==> src/hdl/ddfl_pkg.sv <==
// ----------------------------------------------------------------------------
// ddfl_pkg
// Shared types, constants and fixed-point helpers for the differential-drive
// feedback linearization core.
// ----------------------------------------------------------------------------
package ddfl_pkg;

    localparam int FRAC_BITS = 16;
    localparam int Q30_SHIFT = 30 - FRAC_BITS;
    localparam int CORD_W    = 48;
    localparam int ATAN_N    = 24;
    localparam int CNT_W     = 5;
    localparam int DIV_W     = 33 + FRAC_BITS;

    localparam logic signed [CORD_W-1:0] Q30_PI      = 48'sd3373259426;
    localparam logic signed [CORD_W-1:0] Q30_HALF_PI = 48'sd1686629713;
    localparam logic signed [CORD_W-1:0] Q30_GAIN    = 48'sd652032874;

    localparam logic [2:0] REG_GAIN_X       = 3'd0;
    localparam logic [2:0] REG_GAIN_Y       = 3'd1;
    localparam logic [2:0] REG_POINT_OFFSET = 3'd2;
    localparam logic [2:0] REG_WHEEL_TRACK  = 3'd3;
    localparam logic [2:0] REG_WHEEL_RADIUS = 3'd4;
    localparam logic [2:0] REG_MIN_INTERVAL = 3'd5;

    typedef enum logic [1:0] {CS_IDLE, CS_PREP, CS_RUN, CS_DONE} t_cord_state;
    typedef enum logic [1:0] {DS_IDLE, DS_RUN, DS_DONE} t_div_state;

    typedef enum logic [4:0] {
        ST_IDLE, ST_RY_GO, ST_RY_WAIT, ST_RYD_GO, ST_RYD_WAIT, ST_SCR_GO, ST_SCR_WAIT,
        ST_FX_GO, ST_FX_M1, ST_FX_WAIT, ST_FY_GO, ST_FY_M1, ST_FY_WAIT,
        ST_TH_GO, ST_TH_WAIT, ST_SC_GO, ST_SC_WAIT, ST_EX, ST_EY, ST_VY,
        ST_N0, ST_N1, ST_N2, ST_N3, ST_N4, ST_W_WAIT, ST_H0, ST_H1,
        ST_L_GO, ST_L_WAIT, ST_R_GO, ST_R_WAIT
    } t_state;

    typedef struct packed {
        logic               start;
        logic               vec;
        logic signed [15:0] qz;
        logic signed [15:0] qw;
        logic signed [31:0] ang;
    } t_cord_req;

    typedef struct packed {
        logic               start;
        logic signed [32:0] num;
        logic [30:0]        den;
    } t_div_req;

    function automatic logic signed [CORD_W-1:0] f_atan(input logic [CNT_W-1:0] idx);
        logic signed [CORD_W-1:0] r;
        case (idx)
            5'd0:  r = 48'sd843314857;
            5'd1:  r = 48'sd497837829;
            5'd2:  r = 48'sd263043837;
            5'd3:  r = 48'sd133525159;
            5'd4:  r = 48'sd67021687;
            5'd5:  r = 48'sd33543516;
            5'd6:  r = 48'sd16775851;
            5'd7:  r = 48'sd8388437;
            5'd8:  r = 48'sd4194283;
            5'd9:  r = 48'sd2097149;
            5'd10: r = 48'sd1048576;
            5'd11: r = 48'sd524288;
            5'd12: r = 48'sd262144;
            5'd13: r = 48'sd131072;
            5'd14: r = 48'sd65536;
            5'd15: r = 48'sd32768;
            5'd16: r = 48'sd16384;
            5'd17: r = 48'sd8192;
            5'd18: r = 48'sd4096;
            5'd19: r = 48'sd2048;
            5'd20: r = 48'sd1024;
            5'd21: r = 48'sd512;
            5'd22: r = 48'sd256;
            5'd23: r = 48'sd128;
            default: r = '0;
        endcase
        return r;
    endfunction

    function automatic logic signed [31:0] f_sat32(input logic signed [67:0] v);
        logic signed [31:0] r;
        if (v > 68'sd2147483647)
            r = 32'sh7FFFFFFF;
        else if (v < -68'sd2147483648)
            r = 32'sh80000000;
        else
            r = v[31:0];
        return r;
    endfunction

    // round half up, drop FRAC_BITS
    function automatic logic signed [31:0] f_mulq(input logic signed [65:0] p);
        logic signed [67:0] t;
        t = 68'(p) + (68'sd1 <<< (FRAC_BITS - 1));
        return f_sat32(t >>> FRAC_BITS);
    endfunction

    function automatic logic signed [31:0] f_half(input logic signed [65:0] p);
        logic signed [67:0] t;
        t = 68'(p) + (68'sd1 <<< FRAC_BITS);
        return f_sat32(t >>> (FRAC_BITS + 1));
    endfunction

    function automatic logic signed [31:0] f_q30(input logic signed [CORD_W-1:0] v);
        logic signed [67:0] t;
        t = 68'(v) + (68'sd1 <<< (Q30_SHIFT - 1));
        return f_sat32(t >>> Q30_SHIFT);
    endfunction

endpackage

==> src/hdl/ddfl_cordic.sv <==
// ----------------------------------------------------------------------------
// ddfl_cordic
// Iterative CORDIC: vectoring mode gives yaw from a planar quaternion,
// rotation mode gives sine and cosine of an angle. One step per cycle.
// ----------------------------------------------------------------------------
module ddfl_cordic
    import ddfl_pkg::*;
#(
    parameter int CORDIC_STEPS = 16
) (
    input  logic               i_clk,
    input  logic               i_rst_n,
    input  t_cord_req          i_req,
    output logic               o_done,
    output logic signed [31:0] o_ang,
    output logic signed [31:0] o_sin,
    output logic signed [31:0] o_cos
);

    localparam int N = (CORDIC_STEPS > ATAN_N) ? ATAN_N : CORDIC_STEPS;

    t_cord_state r_state, n_state;
    logic signed [CORD_W-1:0] r_x, r_y, r_z;
    logic [CNT_W-1:0]         r_cnt;
    logic                     r_vec, r_neg, r_zero;

    logic signed [31:0]       sq_w, sq_z, p_zw;
    logic signed [CORD_W-1:0] dx, dy, at;
    logic                     dir;

    assign sq_w = i_req.qw * i_req.qw;
    assign sq_z = i_req.qz * i_req.qz;
    assign p_zw = i_req.qz * i_req.qw;
    assign dx   = r_y >>> r_cnt;
    assign dy   = r_x >>> r_cnt;
    assign at   = f_atan(r_cnt);
    assign dir  = r_vec ? (r_y < 0) : (r_z >= 0);

    always_ff @(posedge i_clk) begin
        if (!i_rst_n)
            r_state <= CS_IDLE;
        else
            r_state <= n_state;
    end

    always_comb begin
        n_state = r_state;
        unique case (r_state)
            CS_IDLE: if (i_req.start) n_state = CS_PREP;
            CS_PREP: n_state = CS_RUN;
            CS_RUN:  if (r_cnt == CNT_W'(N - 1)) n_state = CS_DONE;
            CS_DONE: n_state = CS_IDLE;
            default: n_state = CS_IDLE;
        endcase
    end

    always_ff @(posedge i_clk) begin
        case (r_state)
            CS_IDLE: begin
                r_cnt  <= '0;
                r_neg  <= 1'b0;
                r_zero <= 1'b0;
                r_vec  <= i_req.vec;
                if (i_req.vec) begin
                    r_x <= CORD_W'(sq_w) - CORD_W'(sq_z);
                    r_y <= CORD_W'(p_zw) <<< 1;
                    r_z <= '0;
                end else begin
                    r_x <= Q30_GAIN;
                    r_y <= '0;
                    r_z <= CORD_W'(i_req.ang) <<< Q30_SHIFT;
                end
            end
            CS_PREP: begin
                if (r_vec) begin
                    r_zero <= (r_x == 0) && (r_y == 0);
                    if (r_x < 0) begin
                        r_z <= (r_y >= 0) ? Q30_PI : -Q30_PI;
                        r_x <= -r_x;
                        r_y <= -r_y;
                    end
                end else if (r_z > Q30_HALF_PI) begin
                    r_z   <= r_z - Q30_PI;
                    r_neg <= 1'b1;
                end else if (r_z < -Q30_HALF_PI) begin
                    r_z   <= r_z + Q30_PI;
                    r_neg <= 1'b1;
                end
            end
            CS_RUN: begin
                r_cnt <= r_cnt + 1'b1;
                if (dir) begin
                    r_x <= r_x - dx;
                    r_y <= r_y + dy;
                    r_z <= r_z - at;
                end else begin
                    r_x <= r_x + dx;
                    r_y <= r_y - dy;
                    r_z <= r_z + at;
                end
            end
            default: ;
        endcase
    end

    assign o_done = (r_state == CS_DONE);
    assign o_ang  = r_zero ? '0 : f_q30(r_z);
    assign o_sin  = f_q30(r_neg ? -r_y : r_y);
    assign o_cos  = f_q30(r_neg ? -r_x : r_x);

endmodule

==> config.mk <==
export PLATFORM = sky130hd
export DESIGN_NAME = ddfl_cordic
export DESIGN_NICKNAME = d
export VERILOG_FILES = /design/src/hdl/ddfl_pkg.sv /design/src/hdl/ddfl_cordic.sv
export SDC_FILE = /design/constraint.sdc
export NUM_CORES = 2
export LEC_CHECK = 0
export BUFFER_PORTS_ARGS = -buffer_cell sky130_fd_sc_hd__buf_2
export CAP_MARGIN = 20
export CORE_UTILIZATION = 40
export CTS_CLUSTER_SIZE = 28
export DETAILED_ROUTE_END_ITERATION = 10
export MAX_ROUTING_LAYER = met4
export PLACE_DENSITY = 0.6
export SYNTH_ARGS = -nofsm -noshare
export SYNTH_HDL_FRONTEND = slang
export SYNTH_SLANG_ARGS = --single-unit
export TNS_END_PERCENT = 20
==> constraint.sdc <==
create_clock -name i_clk -period 18.4 [get_ports i_clk]
set_clock_uncertainty 0.1 [all_clocks]
set_input_delay 4.6 -clock i_clk [delete_from_list [all_inputs] [get_ports i_clk]]
set_output_delay 4.6 -clock i_clk [all_outputs]
set_load 0.05 [all_outputs]
Yosys cells after proc, flatten, opt, wreduce, memory -nomap -nowiden
Memory sizes are Yosys's and may differ from the RTL's. A register that Yosys moved wholly into a read port is not among the register bits.
Cells that the tools add are included.

word-level totals
  flip-flop bits (word level) = 154
  bits in read-only memories = 960
  bits of input ports = 68
  output and inout port bits = 97
  word-level logic and storage cells = 104
  memories kept = 1

memories
  name              words  bits a word  rd ports  clocked after Yosys merged registers in  wr ports  line            source
  (name not given)  32     30           1         1                                        0         ddfl_pkg.sv:53  case (idx)

operators by class
  add/subtract/negate cells = 15
  multipliers = 3
  order comparisons = 12
  equality and inequality tests = 12
  shift operators = 2
  muxes and demuxes = 39
  reduce and logical (&&, ||, !) cells = 12

operators with widths
  kind                                                  number
  two-way mux 48 bit                                    17
  case mux 48 bit (3 select lines)                      3
  two-way mux 32 bit                                    7
  adder 48 x 15 -> 49 bit, second input constant        3
  adder 48 bit                                          3
  subtractor 48 bit                                     3
  > comparator 35 x 32 -> 1 bit, second input constant  3
  < comparator 35 x 32 -> 1 bit, second input constant  3
  >= comparator 48 x 1 -> 1 bit, second input constant  2
  zero test 48 bit                                      2
  < comparator 48 x 1 -> 1 bit, second input constant   2
  multiplier 16 x 16 -> 32 bit                          3
  negator 48 bit                                        2
  >>> shifter 48 x 5 -> 48 bit                          2
  adder 48 x 33 -> 48 bit, second input constant        1
  > comparator 48 x 32 -> 1 bit, second input constant  1
  < comparator 48 x 32 -> 1 bit, second input constant  1
  subtractor 48 x 33 -> 48 bit, second input constant   1
  subtractor 32 x 32 -> 33 bit                          1
  inequality test 2 bit, second input constant          5
  case mux 5 bit (2 select lines)                       1
  AND reduction 3 bit                                   3
  case mux 2 bit (4 select lines)                       1
  inequality test 3 bit, second input constant          2
  14 further kinds                                      23

Longest topological paths before layout
  depth after elaboration = 6
  mapped depth = 34
  mapped depth without buffers = 30

Worst setup path before layout
Ideal clock, no wire load.

  path kind = input to register
  start point = input i_req[63] (netlist name)
  end point = register r_x[33], data pin
  setup time = 0.261 ns
  arrival time = 12.576 ns
  setup slack = 5.463 ns
  cell stages on the path = 27
  path buffers = 3
  cell sequence = clkbuf_1 clkbuf_1 nand2_1 fa_1 fa_1 inv_1 fa_1 inv_1 fa_1 fa_1 fa_1 fa_1 inv_1 fa_1 inv_1 ha_1 a21o_1 a21o_1 a21oi_1 o21ai_0 a211oi_1 o21ai_0 o41a_1 nand4_1 o211ai_1 clkbuf_1 a221o_1

between the ends
  longest elaborated chain between the ends = 4

ends and longest elaborated chain
  element                           line               source
  start: declaration                ddfl_cordic.sv:13  input t_cord_req i_req,
  multiplier 16 x 16 -> 32 bit      ddfl_cordic.sv:32  assign sq_z = i_req.qz * i_req.qz;
  subtractor 32 x 32 -> 33 bit      ddfl_cordic.sv:65  r_x <= CORD_W'(sq_w) - CORD_W'(sq_z);
  two-way mux 48 bit                ddfl_cordic.sv:64  if (i_req.vec) begin
  case mux 48 bit (3 select lines)  ddfl_cordic.sv:58  case (r_state)
  end signal: assignment            ddfl_cordic.sv:65
  end signal: assignment            ddfl_cordic.sv:79  r_x <= -r_x;
  end signal: assignment            ddfl_cordic.sv:93  r_x <= r_x - dx;
  end: declaration                  ddfl_cordic.sv:23  logic signed [CORD_W-1:0] r_x, r_y, r_z;

Every way passes these cells.
A chain may end at the register's enable or synchronous reset.

Worst setup path after layout
  start point = input i_req[47] (netlist name)
  end point = register r_x[39], data pin

between the ends
  longest elaborated chain between the ends = 4

ends and longest elaborated chain
  element                           line               source
  multiplier 16 x 16 -> 32 bit      ddfl_cordic.sv:31  assign sq_w = i_req.qw * i_req.qw;
  subtractor 32 x 32 -> 33 bit      ddfl_cordic.sv:65
  two-way mux 48 bit                ddfl_cordic.sv:64
  case mux 48 bit (3 select lines)  ddfl_cordic.sv:58

Every way passes these cells.

==> impl_metrics.py <==
metrics = {
    "run_status": {
        "status": "completed",
    },
    "setup_path": {
        "startpoint_type": "input pin",
        "crit_top_cell": "fa_1",
        "ff2ff_setup_slack_ps": 8740,
        "cp_num_buf_inv": 7,
        "crit_fanout": 29,
        "crit_family": "adder cells",
        "cpPeakStageDelay_ps": 880,
        "path_class": "in2reg",
        "arrival_ps": 13820,
        "cp.required_ps": 18580,
        "end_kind": "flop",
        "slowest_stage": "clkinv_1",
    },
    "clock_tree": {
        "cts_hold_buf": 0,
        "cts_tree": "done",
        "post-cts-setup-buffers": 0,
        "h-tree-depth": 4,
        "ctsResizeCount": 0,
        "clock_latency_ps": 550,
        "numCtsBuffers": 17,
        "cts-root-buf": "clkbuf_16",
        "cts_buffer_depth": 2,
        "clock_sinks": 184,
        "cts.clk_slew.worst_paths_ps": 80,
    },
    "final_layout": {
        "stdcell_area_um2": 66900,
        "final_common_cell": "inv_1",
        "final_nets": 8814,
        "layout.cells.most_common_list": "1107 x inv_1, 803 x fa_1, 749 x nand2_1",
        "layout-drive-gt1-share_pct": 7.85,
        "areaGrowthSynthToFinish_pct": 4.81,
    },
    "routing": {
        "drt-met1-wl_mm": 92.9,
        "routedWlPerCell_um": 23.6,
        "top_layer": "met4",
        "wl_met2_mm": 110,
        "drtPass1Iterations": 7,
        "drt_iter0_drc": 5029,
        "wl_met3_mm": 13.8,
        "wirelength_mm": 226,
        "drc": 0,
        "num_vias": 56300,
        "antenna_left": 0,
        "via_per_inst": 5.88,
    },
    "timing": {
        "final.period_utilization_pct": 74.1,
        "worst_pin_slew_ps": 1270,
        "relSlewSlack_pct": 14.2,
        "setup_viol": 0,
        "drv_slew": 0,
        "finalSetupTns_ps": 0,
        "period_needed_ps": 13640,
        "rsz0062_at_grt": "no",
        "hold_viol": 0,
        "max_freq_mhz": 73.3,
    },
    "job": {
        "maxCapViolCount": 0,
    },
    "global_routing": {
        "grt_overflow_total": 0,
        "antenna_found_initial": 3,
        "grt_start_max_net_pins": 131,
        "grt.total_usage_pct": 28.5,
        "grt_pass1_vias": 56900,
        "grt_pass1_wl_mm": 346,
    },
    "placed_design": {
        "hpwl_mm": 178,
        "io_buffers": 164,
        "dpl_cell_area_um2": 66300,
        "routabilityCongestion": 0.990,
    },
    "floorplanning": {
        "core_area_um2": 158000,
        "start_util_pct": 40.3,
        "fp.dieArea_um2": 161000,
        "fp.dieW_um": 401,
        "die_y_um": 401,
        "core.rowCount": 146,
        "io_pins": 165,
    },
    "synthesis": {
        "synth_warnings": 0,
        "synth_area_um2": 63800,
        "synth_top_flop_cell": "edfxtp_1",
        "syn_inst": 7652,
        "synthesis.nets": 8991,
        "synth_edf_count": 152,
        "synth_cell_types": 97,
        "async_flop_share_pct": 0,
        "ys_ff_latch": 184,
        "avgSynthCellArea_um2": 8.34,
        "yosysSeqAreaShare_pct": 8.15,
    },
    "worst_hold_path": {
        "hp-class": "reg2reg",
    },
}
-- cells in the mapped netlist, drive strengths merged (32+ instances only) --
library cell / count / area (um^2)
a211oi: 39 / 293
a21o: 148 / 1110
a21oi: 345 / 1730
a22oi: 66 / 495
a31oi: 64 / 400
and2: 169 / 1060
and3: 66 / 413
buf: 104 / 512
clkbuf: 356 / 1340
dfxtp: 32 / 641
edfxtp: 152 / 4560
fa: 803 / 16100
ha: 468 / 5860
inv: 1111 / 4170
mux2: 60 / 676
mux2i: 113 / 1130
mux4: 127 / 2860
nand2: 750 / 2820
nand2b: 82 / 513
nand3: 121 / 606
nand4: 70 / 438
nor2: 455 / 1710
nor2b: 63 / 394
nor3: 115 / 597
nor4: 55 / 350
o211ai: 45 / 338
o21a: 43 / 323
o21ai: 411 / 2090
o21bai: 32 / 240
o221ai: 33 / 289
o22ai: 40 / 256
o31ai: 34 / 255
or2: 38 / 238
or3: 45 / 287
xnor2: 363 / 3180
xor2: 226 / 1980
-- path summary, 6_finish.rpt --
| check | end | start | cells past startpoint |
|---|---|---|---|
| hold reg to reg | r_state[0] | r_state[0] | 2 |
| setup / recovery | r_x[39] | i_req[47] | 27 |
| hold / removal | r_state[0] | r_state[0] | 2 |
| setup reg to reg | r_y[44] | r_cnt[1] | 22 |
-- worst min-delay path, delay by kind of cell, from the launching register on --
family	cells	cell delay [ps]
flip-flops	1	350
AO/OA/AOI/OAI	1	130
AND/OR/NAND/NOR	1	60
-- through the flow --
stage                     instances  utilization [%]  hold WS (ps)  setup slack [ps]
final                          9563             42.2           475              4760
after global routing           9562             42.2           522              4380
after CTS                      9557             42.2           481              4800
after detailed placement       9525             41.8           468              4230
after global placement         9525             41.8           450              4340
after floorplan                7652                -           422              5460
-- kinds of logic (layout without fill, tap and decap cells) --
| group | count (synthesis) | after routing | synth area share, % |
|---|---|---|---|
| flip-flops | 184 | 184 | 8.15 |
| adder cells (fa/ha/maj) | 1271 | 1271 | 34.4 |
| XOR/XNOR | 590 | 590 | 8.12 |
| buffers and inverters | 1580 | 1416 | 9.48 |
| other | 0 | 3 | 0 |
| multiplexers | 300 | 300 | 7.31 |
| AO/OA/AOI/OAI | 1600 | 1600 | 16.5 |
| AND/OR/NAND/NOR | 2127 | 2127 | 16.0 |
-- flip-flops by register name, summed over array words and instances (netlist names) --
register and cells:
r_y 48, r_vec 1, r_cnt 5, r_neg 1, at 30, r_x 48, r_z 48, r_zero 1
r_state 2
-- layout make-up --
type / instances / area (um^2)
Antenna cell: 3 / 7.51
Clock buffer: 17 / 425
Clock inverter: 15 / 170
Fill cell: 15800 / 91500
Inverter: 1120 / 4200
Multi-Input combinational cell: 5888 / 52700
Sequential cell: 184 / 5200
Tap cell: 2072 / 2590
Timing Repair Buffer: 264 / 1610
-- layer usage --
metal	vias up	track usage, %
met1	28100	35.6
met3	370	2.98
li1	25600	-
met4	0	11.0
met5	-	-
met2	2127	47.4
Power is not shown: default switching activity piles up to over one toggle a cycle in this logic, so the estimate is an artifact.
