`config.mk`:
```
export PLATFORM = sky130hd
export DESIGN_NAME = ddfl_div
export DESIGN_NICKNAME = d
export VERILOG_FILES = /design/src/hdl/ddfl_pkg.sv /design/src/hdl/ddfl_div.sv
export SDC_FILE = /design/constraint.sdc
export NUM_CORES = 1
export LEC_CHECK = 0
export BUFFER_PORTS_ARGS = -buffer_cell sky130_fd_sc_hd__clkbuf_2
export CAP_MARGIN = 20
export CORE_MARGIN = 2
export CORE_UTILIZATION = 40
export DETAILED_ROUTE_END_ITERATION = 6
export GPL_ROUTABILITY_DRIVEN = 1
export SYNTH_ARGS = -nofsm -noshare
export SYNTH_HDL_FRONTEND = slang
export SYNTH_SLANG_ARGS = --single-unit
```
`constraint.sdc`:
```
create_clock -name i_clk -period 3.2 [get_ports i_clk]
set_input_delay 0.16 -clock i_clk [delete_from_list [all_inputs] [get_ports i_clk]]
set_output_delay 0.16 -clock i_clk [all_outputs]
set_load 0.05 [all_outputs]
```
`src/hdl/ddfl_pkg.sv`:
```
// ----------------------------------------------------------------------------
// ddfl_pkg
// Shared types, constants and fixed-point helpers for the differential-drive
// feedback linearization core.
// ----------------------------------------------------------------------------
package ddfl_pkg;

    localparam int FRAC_BITS = 16;
    localparam int Q30_SHIFT = 30 - FRAC_BITS;
    localparam int CORD_W    = 48;
    localparam int ATAN_N    = 24;
    localparam int CNT_W     = 5;
    localparam int DIV_W     = 33 + FRAC_BITS;

    localparam logic signed [CORD_W-1:0] Q30_PI      = 48'sd3373259426;
    localparam logic signed [CORD_W-1:0] Q30_HALF_PI = 48'sd1686629713;
    localparam logic signed [CORD_W-1:0] Q30_GAIN    = 48'sd652032874;

    localparam logic [2:0] REG_GAIN_X       = 3'd0;
    localparam logic [2:0] REG_GAIN_Y       = 3'd1;
    localparam logic [2:0] REG_POINT_OFFSET = 3'd2;
    localparam logic [2:0] REG_WHEEL_TRACK  = 3'd3;
    localparam logic [2:0] REG_WHEEL_RADIUS = 3'd4;
    localparam logic [2:0] REG_MIN_INTERVAL = 3'd5;

    typedef enum logic [1:0] {CS_IDLE, CS_PREP, CS_RUN, CS_DONE} t_cord_state;
    typedef enum logic [1:0] {DS_IDLE, DS_RUN, DS_DONE} t_div_state;

    typedef enum logic [4:0] {
        ST_IDLE, ST_RY_GO, ST_RY_WAIT, ST_RYD_GO, ST_RYD_WAIT, ST_SCR_GO, ST_SCR_WAIT,
        ST_FX_GO, ST_FX_M1, ST_FX_WAIT, ST_FY_GO, ST_FY_M1, ST_FY_WAIT,
        ST_TH_GO, ST_TH_WAIT, ST_SC_GO, ST_SC_WAIT, ST_EX, ST_EY, ST_VY,
        ST_N0, ST_N1, ST_N2, ST_N3, ST_N4, ST_W_WAIT, ST_H0, ST_H1,
        ST_L_GO, ST_L_WAIT, ST_R_GO, ST_R_WAIT
    } t_state;

    typedef struct packed {
        logic               start;
        logic               vec;
        logic signed [15:0] qz;
        logic signed [15:0] qw;
        logic signed [31:0] ang;
    } t_cord_req;

    typedef struct packed {
        logic               start;
        logic signed [32:0] num;
        logic [30:0]        den;
    } t_div_req;

    function automatic logic signed [CORD_W-1:0] f_atan(input logic [CNT_W-1:0] idx);
        logic signed [CORD_W-1:0] r;
        case (idx)
            5'd0:  r = 48'sd843314857;
            5'd1:  r = 48'sd497837829;
            5'd2:  r = 48'sd263043837;
            5'd3:  r = 48'sd133525159;
            5'd4:  r = 48'sd67021687;
            5'd5:  r = 48'sd33543516;
            5'd6:  r = 48'sd16775851;
            5'd7:  r = 48'sd8388437;
            5'd8:  r = 48'sd4194283;
            5'd9:  r = 48'sd2097149;
            5'd10: r = 48'sd1048576;
            5'd11: r = 48'sd524288;
            5'd12: r = 48'sd262144;
            5'd13: r = 48'sd131072;
            5'd14: r = 48'sd65536;
            5'd15: r = 48'sd32768;
            5'd16: r = 48'sd16384;
            5'd17: r = 48'sd8192;
            5'd18: r = 48'sd4096;
            5'd19: r = 48'sd2048;
            5'd20: r = 48'sd1024;
            5'd21: r = 48'sd512;
            5'd22: r = 48'sd256;
            5'd23: r = 48'sd128;
            default: r = '0;
        endcase
        return r;
    endfunction

    function automatic logic signed [31:0] f_sat32(input logic signed [67:0] v);
        logic signed [31:0] r;
        if (v > 68'sd2147483647)
            r = 32'sh7FFFFFFF;
        else if (v < -68'sd2147483648)
            r = 32'sh80000000;
        else
            r = v[31:0];
        return r;
    endfunction

    // round half up, drop FRAC_BITS
    function automatic logic signed [31:0] f_mulq(input logic signed [65:0] p);
        logic signed [67:0] t;
        t = 68'(p) + (68'sd1 <<< (FRAC_BITS - 1));
        return f_sat32(t >>> FRAC_BITS);
    endfunction

    function automatic logic signed [31:0] f_half(input logic signed [65:0] p);
        logic signed [67:0] t;
        t = 68'(p) + (68'sd1 <<< FRAC_BITS);
        return f_sat32(t >>> (FRAC_BITS + 1));
    endfunction

    function automatic logic signed [31:0] f_q30(input logic signed [CORD_W-1:0] v);
        logic signed [67:0] t;
        t = 68'(v) + (68'sd1 <<< (Q30_SHIFT - 1));
        return f_sat32(t >>> Q30_SHIFT);
    endfunction

endpackage

```
`src/hdl/ddfl_div.sv`:
```
// ----------------------------------------------------------------------------
// ddfl_div
// Restoring divider: (num << FRAC_BITS) / den, truncated toward zero and
// saturated to 32 bits. One quotient bit per cycle.
// ----------------------------------------------------------------------------
module ddfl_div
    import ddfl_pkg::*;
(
    input  logic               i_clk,
    input  logic               i_rst_n,
    input  t_div_req           i_req,
    output logic               o_done,
    output logic signed [31:0] o_quo
);

    t_div_state r_state, n_state;
    logic [DIV_W-1:0] r_dvd;
    logic [31:0]      r_rem;
    logic [30:0]      r_den;
    logic [5:0]       r_cnt;
    logic             r_neg;

    logic [33:0]      mag;
    logic [32:0]      rs;
    logic             fits;

    assign mag  = i_req.num[32] ? -34'(i_req.num) : 34'(i_req.num);
    assign rs   = {r_rem, r_dvd[DIV_W-1]};
    assign fits = (rs >= {2'b00, r_den});

    always_ff @(posedge i_clk) begin
        if (!i_rst_n)
            r_state <= DS_IDLE;
        else
            r_state <= n_state;
    end

    always_comb begin
        n_state = r_state;
        unique case (r_state)
            DS_IDLE: if (i_req.start) n_state = DS_RUN;
            DS_RUN:  if (r_cnt == 6'd1) n_state = DS_DONE;
            DS_DONE: n_state = DS_IDLE;
            default: n_state = DS_IDLE;
        endcase
    end

    always_ff @(posedge i_clk) begin
        case (r_state)
            DS_IDLE: begin
                r_dvd <= {mag[32:0], {FRAC_BITS{1'b0}}};
                r_rem <= '0;
                r_den <= i_req.den;
                r_neg <= i_req.num[32];
                r_cnt <= 6'(DIV_W);
            end
            DS_RUN: begin
                r_cnt <= r_cnt - 1'b1;
                r_rem <= fits ? 32'(rs - {2'b00, r_den}) : rs[31:0];
                r_dvd <= {r_dvd[DIV_W-2:0], fits};
            end
            default: ;
        endcase
    end

    always_comb begin
        if (!r_neg)
            o_quo = (|r_dvd[DIV_W-1:31]) ? 32'sh7FFFFFFF : $signed(r_dvd[31:0]);
        else if (r_dvd > DIV_W'(32'h80000000))
            o_quo = 32'sh80000000;
        else
            o_quo = -$signed(r_dvd[31:0]);
    end

    assign o_done = (r_state == DS_DONE);

endmodule

```
### Word level (Yosys, flattened, before mapping)

Index checks and enable logic that the tools add are counted.

| storage, ports and cells | value |
|---|---|
| register bits after elaboration | 121 |
| output and inout bits | 33 |
| logic and storage cells | 32 |

| cells by class | value |
|---|---|
| equal/unequal tests | 5 |
| $lt $le $gt $ge | 2 |
| reductions and logical operators | 4 |
| multiplexer cells | 11 |
| add/subtract/negate cells | 4 |

Operator list:

| kind | number |
|---|---|
| $mux 32 | 4 |
| $pmux 49 s2 | 1 |
| $pmux 32 s2 | 1 |
| $gt 49x32->1 const B | 1 |
| $ge 33x31->1 | 1 |
| $mux 33 | 1 |
| $neg 33->33 | 1 |
| $neg 32->32 | 1 |
| $sub 32x31->32 | 1 |
| $reduce_or 18->1 | 1 |
| $pmux 6 s2 | 1 |
| $eq 6x1->1 const B | 1 |
| $sub 6x1->6 const B | 1 |
| $mux 2 | 2 |
| $ne 2x2->1 const B | 2 |
| $pmux 2 s2 | 1 |
| $eq 2x1->1 const B | 1 |
| $eq 2x2->1 const B | 1 |
| $logic_not 2->1 | 1 |
| $reduce_and 2->1 | 1 |
| $reduce_bool 2->1 | 1 |

### Logic depth before layout (Yosys ltp)

Gate-level depths: netlist of the first run.

| logic depth | value |
|---|---|
| depth after elaboration | 3 |
| depth in mapped cells | 14 |
| depth with buffers taken out | 12 |

### Least setup slack after synthesis of the first run

OpenSTA, ideal clock, no wires.

| path | value |
|---|---|
| path kind | reg2out |
| start | reg r_dvd[1] |
| end | out o_quo[10] |
| arrival | 4031 ps |
| path slack | -991 ps |
| required time | 3040 ps |
| stages on the path, launching flop included | 11 |
| cell sequence | edfxtp_1 inv_1 ha_1 nor4b_4 nand3_2 nand4b_1 nand4bb_1 o21ai_2 nand3_1 clkbuf_1 o311ai_0 |

| between the ends | value |
|---|---|
| word-level cells in the longest chain between the ends | 3 |
| elaborated cells between the ends (all ways) | 4 |

Ends and longest elaborated chain:

| item | RTL line | RTL |
|---|---|---|
| start: declaration | ddfl_div.sv:17 | `logic [DIV_W-1:0] r_dvd;` |
| start signal: assignment | ddfl_div.sv:51 | `r_dvd <= {mag[32:0], {FRAC_BITS{1'b0}}};` |
| start signal: assignment | ddfl_div.sv:60 | `r_dvd <= {r_dvd[DIV_W-2:0], fits};` |
| $gt 49x32->1 or $neg 32->32 (tied branches) | ddfl_div.sv:69, ddfl_div.sv:72 |  |
| $mux 32 * | ddfl_div.sv:69 | `else if (r_dvd > DIV_W'(32'h80000000))` |
| $mux 32 * | ddfl_div.sv:67 | `if (!r_neg)` |
| end: declaration | ddfl_div.sv:13 | `output logic signed [31:0] o_quo` |

Every way passes the cells marked *; elsewhere a longest branch is shown, timed or not.

### Worst setup path after layout of the first run

| path | value |
|---|---|
| start | reg r_dvd[0] |
| end | out o_quo[22] |

The elaborated chain is that of the path after synthesis.

==> out/results.tsv, run 1 <==
metric	value	unit
failing checks	setup timing	
met1 wire length	10.5	mm
htree depth	4	
die height	148	um
Hold Crit Class	primary input to flop	
RSZ-0062 raised after global routing	true	
count of final hold-check violations	0	
Sink Count	121	
Setup TNS Final	-12190	ps
CTS tree	done	
Max Freq	0.268	GHz
outcome	finished with violations	
Finished Layout Cells	1359	
GP Congestion	0.864	
Antenna Cells	0	
FFs w/ async S/R, synth	0	
share of cells above drive strength 1	0.262	
post-synthesis instance area	8270	um^2
relative slew slack	0.323	
Max stage delay cell, worst path	or4_4	
clock insertion delay at the later pin of the skew report	420	ps
CP delay by family, top	simple AND/OR/NAND/NOR gates	
final setup fails	31	
DRT Pass-1 Iters	5	
gr usage total	0.201	
dpl cells	1272	
CTS max path bufs	2	
register area share after synthesis	0.437	
Yosys cell types	70	
1st-iter DRT viols	485	
count leader, synth	edfxtp_1	
DRC	0	
crit share post-route	1.17	
TritonCTS Buffers	17	
number of routed nets with antenna violations	0	
vias in the first global route	7179	
Routed WL	22.5	mm
PwrDens	412	nW/um^2
Power Total	4770	uW
met3 WL	1.15	mm
max cap viols	0	
global-route wire length before repair	35.5	mm
WP buf/inv	2	
DP HPWL	14.9	mm
synthesized area per cell	9.36	um^2
DIE AREA	21900	um^2
Critical Path Max Stage Delay	450	ps
worst-path cell chain	inv_2, ha_4, nor4b_4, nand3_2, or4_4, or3_4, or3_4, or3_4, nor3_1, o311ai_1, buf_4	
EDFF count, synth	119	
met2 wire len	10.3	mm
worst clock skew	8.43	ps
GRT overflow	0	
Vias/cell	5.47	
#FFs+latches synth	121	
pin count of the biggest net entering global routing	64	
fin worst setup slack	-528	ps
type of the worst setup path	flop to primary output	
most frequent cell on the critical path	or3_4	
Synth top area share	0.432	
largest cells by area after synthesis	edfxtp_1, ha_1, o21ai_0, nand2_1, xor2_1	
Reg clk slew, reported paths	60	ps
fill cell count	1738	
Worst setup EP type	primary output	
core box area	20300	um^2
Initial Util	0.408	
Die W	148	um
via count	7434	
Worst Max-Slew Pin Slew	1010	ps
Peak VDD IR	305	uV
maximum fanout along the worst path	4	
Pins Over Slew Limit	0	
initial antenna violation count	0	
critical path arrival	3570	ps
Hold Worst Slack	130	ps
Synth Warn #	0	
Area Growth Syn to Fin	40.0	%
Crit path required time	3040	ps
Main synth FF type	edfxtp_1	
root buf cell	clkbuf_16	
I/O Pins	100	
Port Buffers	99	
Leakage	0.00487	uW
row count	52	
Tmin final	3730	ps
uppermost layer routed	met4	
top cell type by total area after synthesis	edfxtp_1	
Synth top cells by count	edfxtp_1, nand2_1, nor2_1, o21ai_0, inv_1	
Mapped Nets	987	
nets@finish	1179	
wire length per cell	16.6	um
Syn Inst Count	884	
element type at the critical path start	flop	
-- worst register-to-register path: cells and delay by family (launching register included) --
family          cells  cell delay [ps]
simple gates        3              640
flops               1              390
fa+ha+maj           1              430
compound gates      6             1140
buf+inv             1              180
-- flip-flops by register name, summed over array words and instances (netlist names) --
signal and cells:
r_den 31, r_state 2, r_rem 32, r_dvd 49, r_neg 1, r_cnt 6
-- layout make-up --
type	count	area (um^2)	area share
repair buffers	213	1980	0.171
clock inverters	15	176	0.0152
multi-input cells	665	4830	0.417
inverters	58	219	0.0189
well taps	270	338	0.0292
clock buffers	17	425	0.0367
flip-flops and latches	121	3610	0.312
-- metrics by stage --
step | util | instance area, um^2 | setup WS [ps]
2_1_floorplan | - | 8300 | -407
3_3_place_gp | 0.478 | 9700 | -72.3
3_5_place_dp | 0.478 | 9700 | -164
4_1_cts | 0.554 | 11300 | -496
5_1_grt | 0.570 | 11600 | -632
6_report | 0.570 | 11600 | -528
-- power breakdown --
part / switching [uW] / internal, uW / total, uW
logic: 497 / 376 / 873
clock network: 780 / 1170 / 1950
registers: 93.3 / 1850 / 1940
total: 1370 / 3400 / 4770
-- metal layers --
metal,up-vias,global-route usage
li1,3645,-
met1,3514,0.285
met5,-,0
met2,224,0.311
met3,51,0.0367
met4,0,0.0648
-- cell usage in the layout (no fill, tap or decap), drive strengths merged, types with 6 or more instances in the layout --
cell type and count:
or4 6, a21oi 45, o21ai 79, o311ai 20, dlygate4sd3 32, xnor2 20, nand2 100, buf 109
xor2 41, a21o 15, o41ai 8, a211oi 6, clkbuf 89, and2 17, o31ai 10, and3 9
ha 35, nor3 26, inv 64, mux2i 25, a31oi 7, nor4 12, nand4 7, or3 11
nor2 81, edfxtp 119, nand3 18, nand2b 7
-- repair_timing --
item | CTS | global route
hold endpoints to repair | 33 | 0
pin swaps | 18 | 19
resized for setup | 103 | 54
endpoints found under the setup margin | 31 | 63
hold buffers | 32 | 0
cloned | 2 | 1
buffers inserted | 8 | 12
-- worst paths after layout --
check / endpoint / cells past startpoint / startpoint / slack, ps
setup / recovery: o_quo[22] / 11 / r_dvd[0] / -530
hold / removal: r_state[0] / 4 / i_req[64] / 130
setup reg to reg: r_rem[27] / 11 / r_rem[13] / 190
hold reg to reg: r_dvd[42] / 2 / r_dvd[41] / 560
-- logic make-up after synthesis --
logic type	Yosys count	synth area share
muxes	26	0.0316
DFF	121	0.437
and+or+nand+nor	317	0.190
AOI/OAI and AO/OA	225	0.175
adders and majority gates	36	0.0553
xor gates and xnor gates	61	0.0646
buffers and inverters	98	0.0466
No activity file was read; power rests on OpenSTA's default activity.
==> run 2: changes to the inputs <==
--- a/config.mk
+++ b/config.mk
@@ -5,11 +5,11 @@
 export SDC_FILE = /design/constraint.sdc
 export NUM_CORES = 1
 export LEC_CHECK = 0
-export BUFFER_PORTS_ARGS = -buffer_cell sky130_fd_sc_hd__clkbuf_2
 export CAP_MARGIN = 20
 export CORE_MARGIN = 2
 export CORE_UTILIZATION = 40
 export DETAILED_ROUTE_END_ITERATION = 6
+export DONT_BUFFER_PORTS = 1
 export GPL_ROUTABILITY_DRIVEN = 1
 export SYNTH_ARGS = -nofsm -noshare
 export SYNTH_HDL_FRONTEND = slang
==> constraint.sdc (replaced) <==
create_clock -name i_clk -period 4.35 [get_ports i_clk]
set_input_delay 0.2175 -clock i_clk [delete_from_list [all_inputs] [get_ports i_clk]]
set_output_delay 0.2175 -clock i_clk [all_outputs]
set_load 0.05 [all_outputs]
==> out/results.tsv, run 2 (same netlist as run 1, synthesis figures left out) <==
metric	value	unit
outcome	complete, no violations	
core box area	20300	um^2
DP HPWL	14.3	mm
max cap viols	0	
FF-to-FF End	r_rem[23]	
final core occ	0.483	
maximum fanout along the worst path	5	
Critical Path Max Stage Delay	450	ps
I/O Pins	100	
Reg clk slew, reported paths	70	ps
Post-CTS Setup Inserts	0	
wire length per cell	16.4	um
RR Startpoint	r_rem[13]	
switching portion of total power	0.297	
switching power	970	uW
logic gate share of total power	0.143	
Leakage	0.00395	uW
Vias/cell	5.56	
Biggest register	r_dvd	
largest registers	r_dvd (49), r_rem (32), r_den (31)	
Initial Util	0.408	
Int Pwr	2290	uW
Sink Count	121	
CTS tree	done	
1st-iter DRT viols	421	
Max stage delay cell, worst path	or4_4	
via count	6762	
most frequent cell on the critical path	or3_4	
Peak VDD IR	262	uV
final setup fails	0	
clock insertion delay at the later pin of the skew report	430	ps
count of final hold-check violations	0	
initial antenna violation count	0	
number of routed nets with antenna violations	0	
GRT overflow	0	
Routed WL	20.0	mm
die height	148	um
Reg2Reg Depth	11	
row count	52	
Tmin final	4070	ps
TritonCTS Buffers	17	
DIE AREA	21900	um^2
Crit path required time	4130	ps
clock share of power	0.421	
type of the worst setup path	flop to primary output	
Pins Over Slew Limit	0	
root buf cell	clkbuf_16	
Port Buffers	0	
gr usage total	0.186	
critical path arrival	3850	ps
DRT Pass-1 Iters	5	
element type at the critical path start	flop	
Area Growth Syn to Fin	18.6	%
htree depth	4	
relative slew slack	0.306	
HP Start	i_req[47]	
sequential power share	0.435	
worst-path cell chain	inv_1, ha_1, nor4b_4, nand3_2, or4_4, or3_4, or3_4, or3_4, nor4_1, o21ai_0, o311ai_2, buf_4	
Hold Worst Slack	54.9	ps
share of cells above drive strength 1	0.112	
Max Freq	0.246	GHz
pin count of the biggest net entering global routing	64	
Worst setup EP type	primary output	
flop2flop setup slack	790	ps
max reg flops	49	
CTS max path bufs	2	
GP Congestion	0.889	
Worst Max-Slew Pin Slew	1040	ps
worst hold path depth	2	
commonest non-fill, non-tap cell in the layout	edfxtp_1	
worst clock skew	12.5	ps
crit share post-route	0.935	
nets@finish	1035	
Hold Crit Endpoint	r_dvd[32]	
DRC	0	
vias in the first global route	6627	
Hold Crit Class	primary input to flop	
PwrDens	332	nW/um^2
most frequent cells in the layout	edfxtp_1, nand2_1, nor2_1	
Die W	148	um
global-route wire length before repair	32.9	mm
==> run 2: cell count changes in the layout (fill, tap and decap cells not counted), sizes merged <==
| cell | before | now |
|---|---|---|
| buf | 109 | 36 |
| clkbuf | 89 | 17 |
| bufinv | 2 | 0 |
| clkinv | 5 | 7 |
| clkinvlp | 2 | 1 |
| diode | 0 | 1 |
| dlygate4sd3 | 32 | 33 |
| inv | 64 | 65 |
==> run 2: critical path, delay by kind of cell, from the launching register on <==
family                     cells  cell delay (ps)
AOI/OAI and AO/OA              2              240
adders and majority gates      1              250
buffers and inverters          2              360
DFF                            1              400
and+or+nand+nor                7             2180
==> run 2: cell type report <==
type	count	area [um^2]
antenna	1	2.50
sequential	121	3610
multi-input combinational	665	4450
tap	270	338
clock inverter	15	153
timing repair buffer	69	613
clock buffer	17	425
inverter	58	219
fill	1943	10500
==> run 2: worst max-delay path by stage <==
| stage | start | to | slack [ps] |
|---|---|---|---|
| floorplan | r_dvd[1] | o_quo[10] | 100 |
| CTS | r_dvd[0] | o_quo[17] | 170 |
| finish | r_dvd[0] | o_quo[22] | 280 |
| global placement | r_dvd[0] | o_quo[8] | 800 |
| detailed placement | r_dvd[1] | o_quo[17] | 630 |
| global route | r_dvd[0] | o_quo[22] | -7 |
==> run 2: power by group through the flow <==
| stage | clock [uW] | sequential, uW | combinational [uW] |
|---|---|---|---|
| floorplan | 0 | 1420 | 333 |
| global placement | 0 | 1440 | 436 |
| detailed placement | 0 | 1440 | 440 |
| CTS | 1410 | 1420 | 466 |
| global route | 1450 | 1430 | 513 |
| finish | 1370 | 1420 | 468 |
==> run 2: what timing repair did <==
item / in CTS / in global routing
endpoints found under the setup margin: 0 / 12
endpoints found under the hold margin: 34 / 0
hold buffers: 33 / 0
resized for setup: 0 / 2
==> run 2: through the flow <==
step / power, uW / TNS (ps) / setup slack [ps] / instances / cell area [um^2]
after floorplan: 1750 / 0 / 101 / 884 / 8270
after global placement: 1880 / 0 / 798 / 1149 / 8870
after detailed placement: 1880 / 0 / 633 / 1149 / 8870
after CTS: 3290 / 0 / 170 / 1214 / 9780
after global routing: 3390 / -6.66 / -6.66 / 1215 / 9810
final: 3260 / 0 / 281 / 1216 / 9810
==> run 2: per-layer routing <==
| metal | global-route usage | part of all wire | up-vias |
|---|---|---|---|
| met5 | 0 | 0 | - |
| li1 | - | - | 3351 |
| met1 | 0.260 | 0.49 | 3235 |
| met4 | 0.0624 | 0.018 | 0 |
| met2 | 0.288 | 0.46 | 150 |
| met3 | 0.0401 | 0.041 | 26 |
==> run 3: changes to the inputs <==
==> constraint.sdc (replaced) <==
create_clock -name i_clk -period 4.5 [get_ports i_clk]
set_input_delay 0.225 -clock i_clk [delete_from_list [all_inputs] [get_ports i_clk]]
set_output_delay 0.225 -clock i_clk [all_outputs]
set_load 0.05 [all_outputs]
==> out/results.tsv, run 3 (same netlist as run 1, synthesis figures left out) <==
metric	value	unit
Vias/cell	5.53	
core box area	20300	um^2
DP HPWL	13.9	mm
logic gate share of total power	0.136	
Area Growth Syn to Fin	18.6	%
switching portion of total power	0.266	
most frequent cells in the layout	edfxtp_1, nand2_1, nor2_1	
Sequential Area	3610	um^2
Pins Over Slew Limit	0	
Port Buffers	0	
Setup TNS Final	0	ps
Crit path required time	4280	ps
wire length per cell	16.2	um
type of the worst setup path	flop to primary output	
Max stage delay cell, worst path	a221o_1	
commonest non-fill, non-tap cell in the layout	edfxtp_1	
critical path arrival	3880	ps
share of cells above drive strength 1	0.107	
Hold Crit Class	primary input to flop	
PwrDens	334	nW/um^2
nets@finish	1032	
fin worst setup slack	394	ps
GRT overflow	0	
Initial Util	0.408	
final setup fails	0	
Tmin final	4110	ps
GP Congestion	0.889	
RSZ-0062 raised after global routing	false	
crit share post-route	0.912	
pin count of the biggest net entering global routing	50	
CTS tree	done	
Worst setup EP type	primary output	
number of routed nets with antenna violations	0	
TritonCTS Buffers	17	
WP buf/inv	1	
Routed WL	19.6	mm
DRC	0	
largest registers	r_dvd (49), r_rem (32), r_den (31)	
maximum fanout along the worst path	11	
outcome	complete, no violations	
Multi-input gate area	4440	um^2
Sink Count	121	
dpl cell area	8850	um^2
Hold Worst Slack	73.5	ps
sequential power share	0.419	
max reg flops	49	
Max Freq	0.244	GHz
max cap viols	0	
htree depth	4	
CP delay by family, top	simple AND/OR/NAND/NOR gates	
CTS max path bufs	2	
clock insertion delay at the later pin of the skew report	420	ps
global-route wire length before repair	32.3	mm
clock share of power	0.445	
post-placement setup slack	796	ps
DIE AREA	21900	um^2
Peak VDD IR	199	uV
vias in the first global route	6415	
Antenna Cells	0	
Final Cell Area	9820	um^2
worst clock skew	5.85	ps
Critical Path Max Stage Delay	540	ps
Leakage	0.00395	uW
switching power	872	uW
relative slew slack	0.257	
row count	52	
root buf cell	clkbuf_16	
final core occ	0.484	
Die W	148	um
die height	148	um
Int Pwr	2400	uW
via count	6703	
fill cell count	1981	
Worst Max-Slew Pin Slew	1110	ps
element type at the critical path start	flop	
Reg clk slew, reported paths	60	ps
Post-CTS Setup Inserts	0	
worst-path cell chain	inv_1, ha_1, nor4b_4, nand3_2, nand4b_1, nand4bb_1, o21ai_4, nand2_1, nor2_1, a221o_1	
initial antenna violation count	0	
Biggest register	r_dvd	
I/O Pins	100	
gr usage total	0.183	
1st-iter DRT viols	395	
DRT Pass-1 Iters	5	
count of final hold-check violations	0	
==> run 3: cell count changes in the layout (fill, tap and decap cells not counted) <==
cell / before / now
inv_8: 3 / 0
clkinv_8: 2 / 0
nand2_1: 99 / 100
bufinv_16: 0 / 4
buf_4: 35 / 33
inv_6: 6 / 3
nand2_2: 1 / 0
clkinv_2: 1 / 4
buf_12: 1 / 0
clkinv_1: 1 / 2
diode_2: 1 / 0
==> run 3: power by group through the flow <==
| stage | Clock [uW] | Combinational [uW] | Sequential (uW) |
|---|---|---|---|
| final | 1460 | 446 | 1370 |
| after global routing | 1530 | 492 | 1380 |
| after CTS | 1490 | 447 | 1370 |
| after detailed placement | 0 | 421 | 1390 |
| after global placement | 0 | 419 | 1390 |
| after floorplan | 0 | 322 | 1370 |
==> run 3: area by class of cell <==
cell class	count	area share
inverters	58	0.0223
repair buffers	66	0.0589
clock inverters	15	0.0203
flip-flops and latches	121	0.368
multi-input cells	665	0.453
clock buffers	17	0.0433
well taps	270	0.0344
==> run 3: worst paths after layout <==
check             from  slack [ps]  cells after the start   endpoint
max           r_dvd[0]         390                     10  o_quo[19]
min          i_req[49]          70                      2  r_dvd[34]
max reg2reg  r_rem[13]         900                     11   r_rem[9]
min reg2reg  r_dvd[45]         560                      2  r_dvd[46]
==> run 3: per-stage QoR <==
step                cells  total power [uW]
CTS                  1212              3310
global route         1212              3410
floorplan             884              1690
finish               1212              3280
detailed placement   1147              1820
global placement     1147              1810
==> run 3: per-layer routing <==
metal / vias up / GRT usage / share of wire
li1: 3347 / - / -
met1: 3192 / 0.261 / 0.49
met2: 139 / 0.277 / 0.44
met3: 25 / 0.0423 / 0.045
met4: 0 / 0.0557 / 0.017
met5: - / 0 / 0
==> run 3: repair_timing <==
| action | CTS | global route |
|---|---|---|
| endpoints found under the hold margin | 34 | 0 |
| hold buffers | 33 | 0 |
| gates resized for setup | 0 | 1 |
| setup endpoints to repair | 0 | 8 |
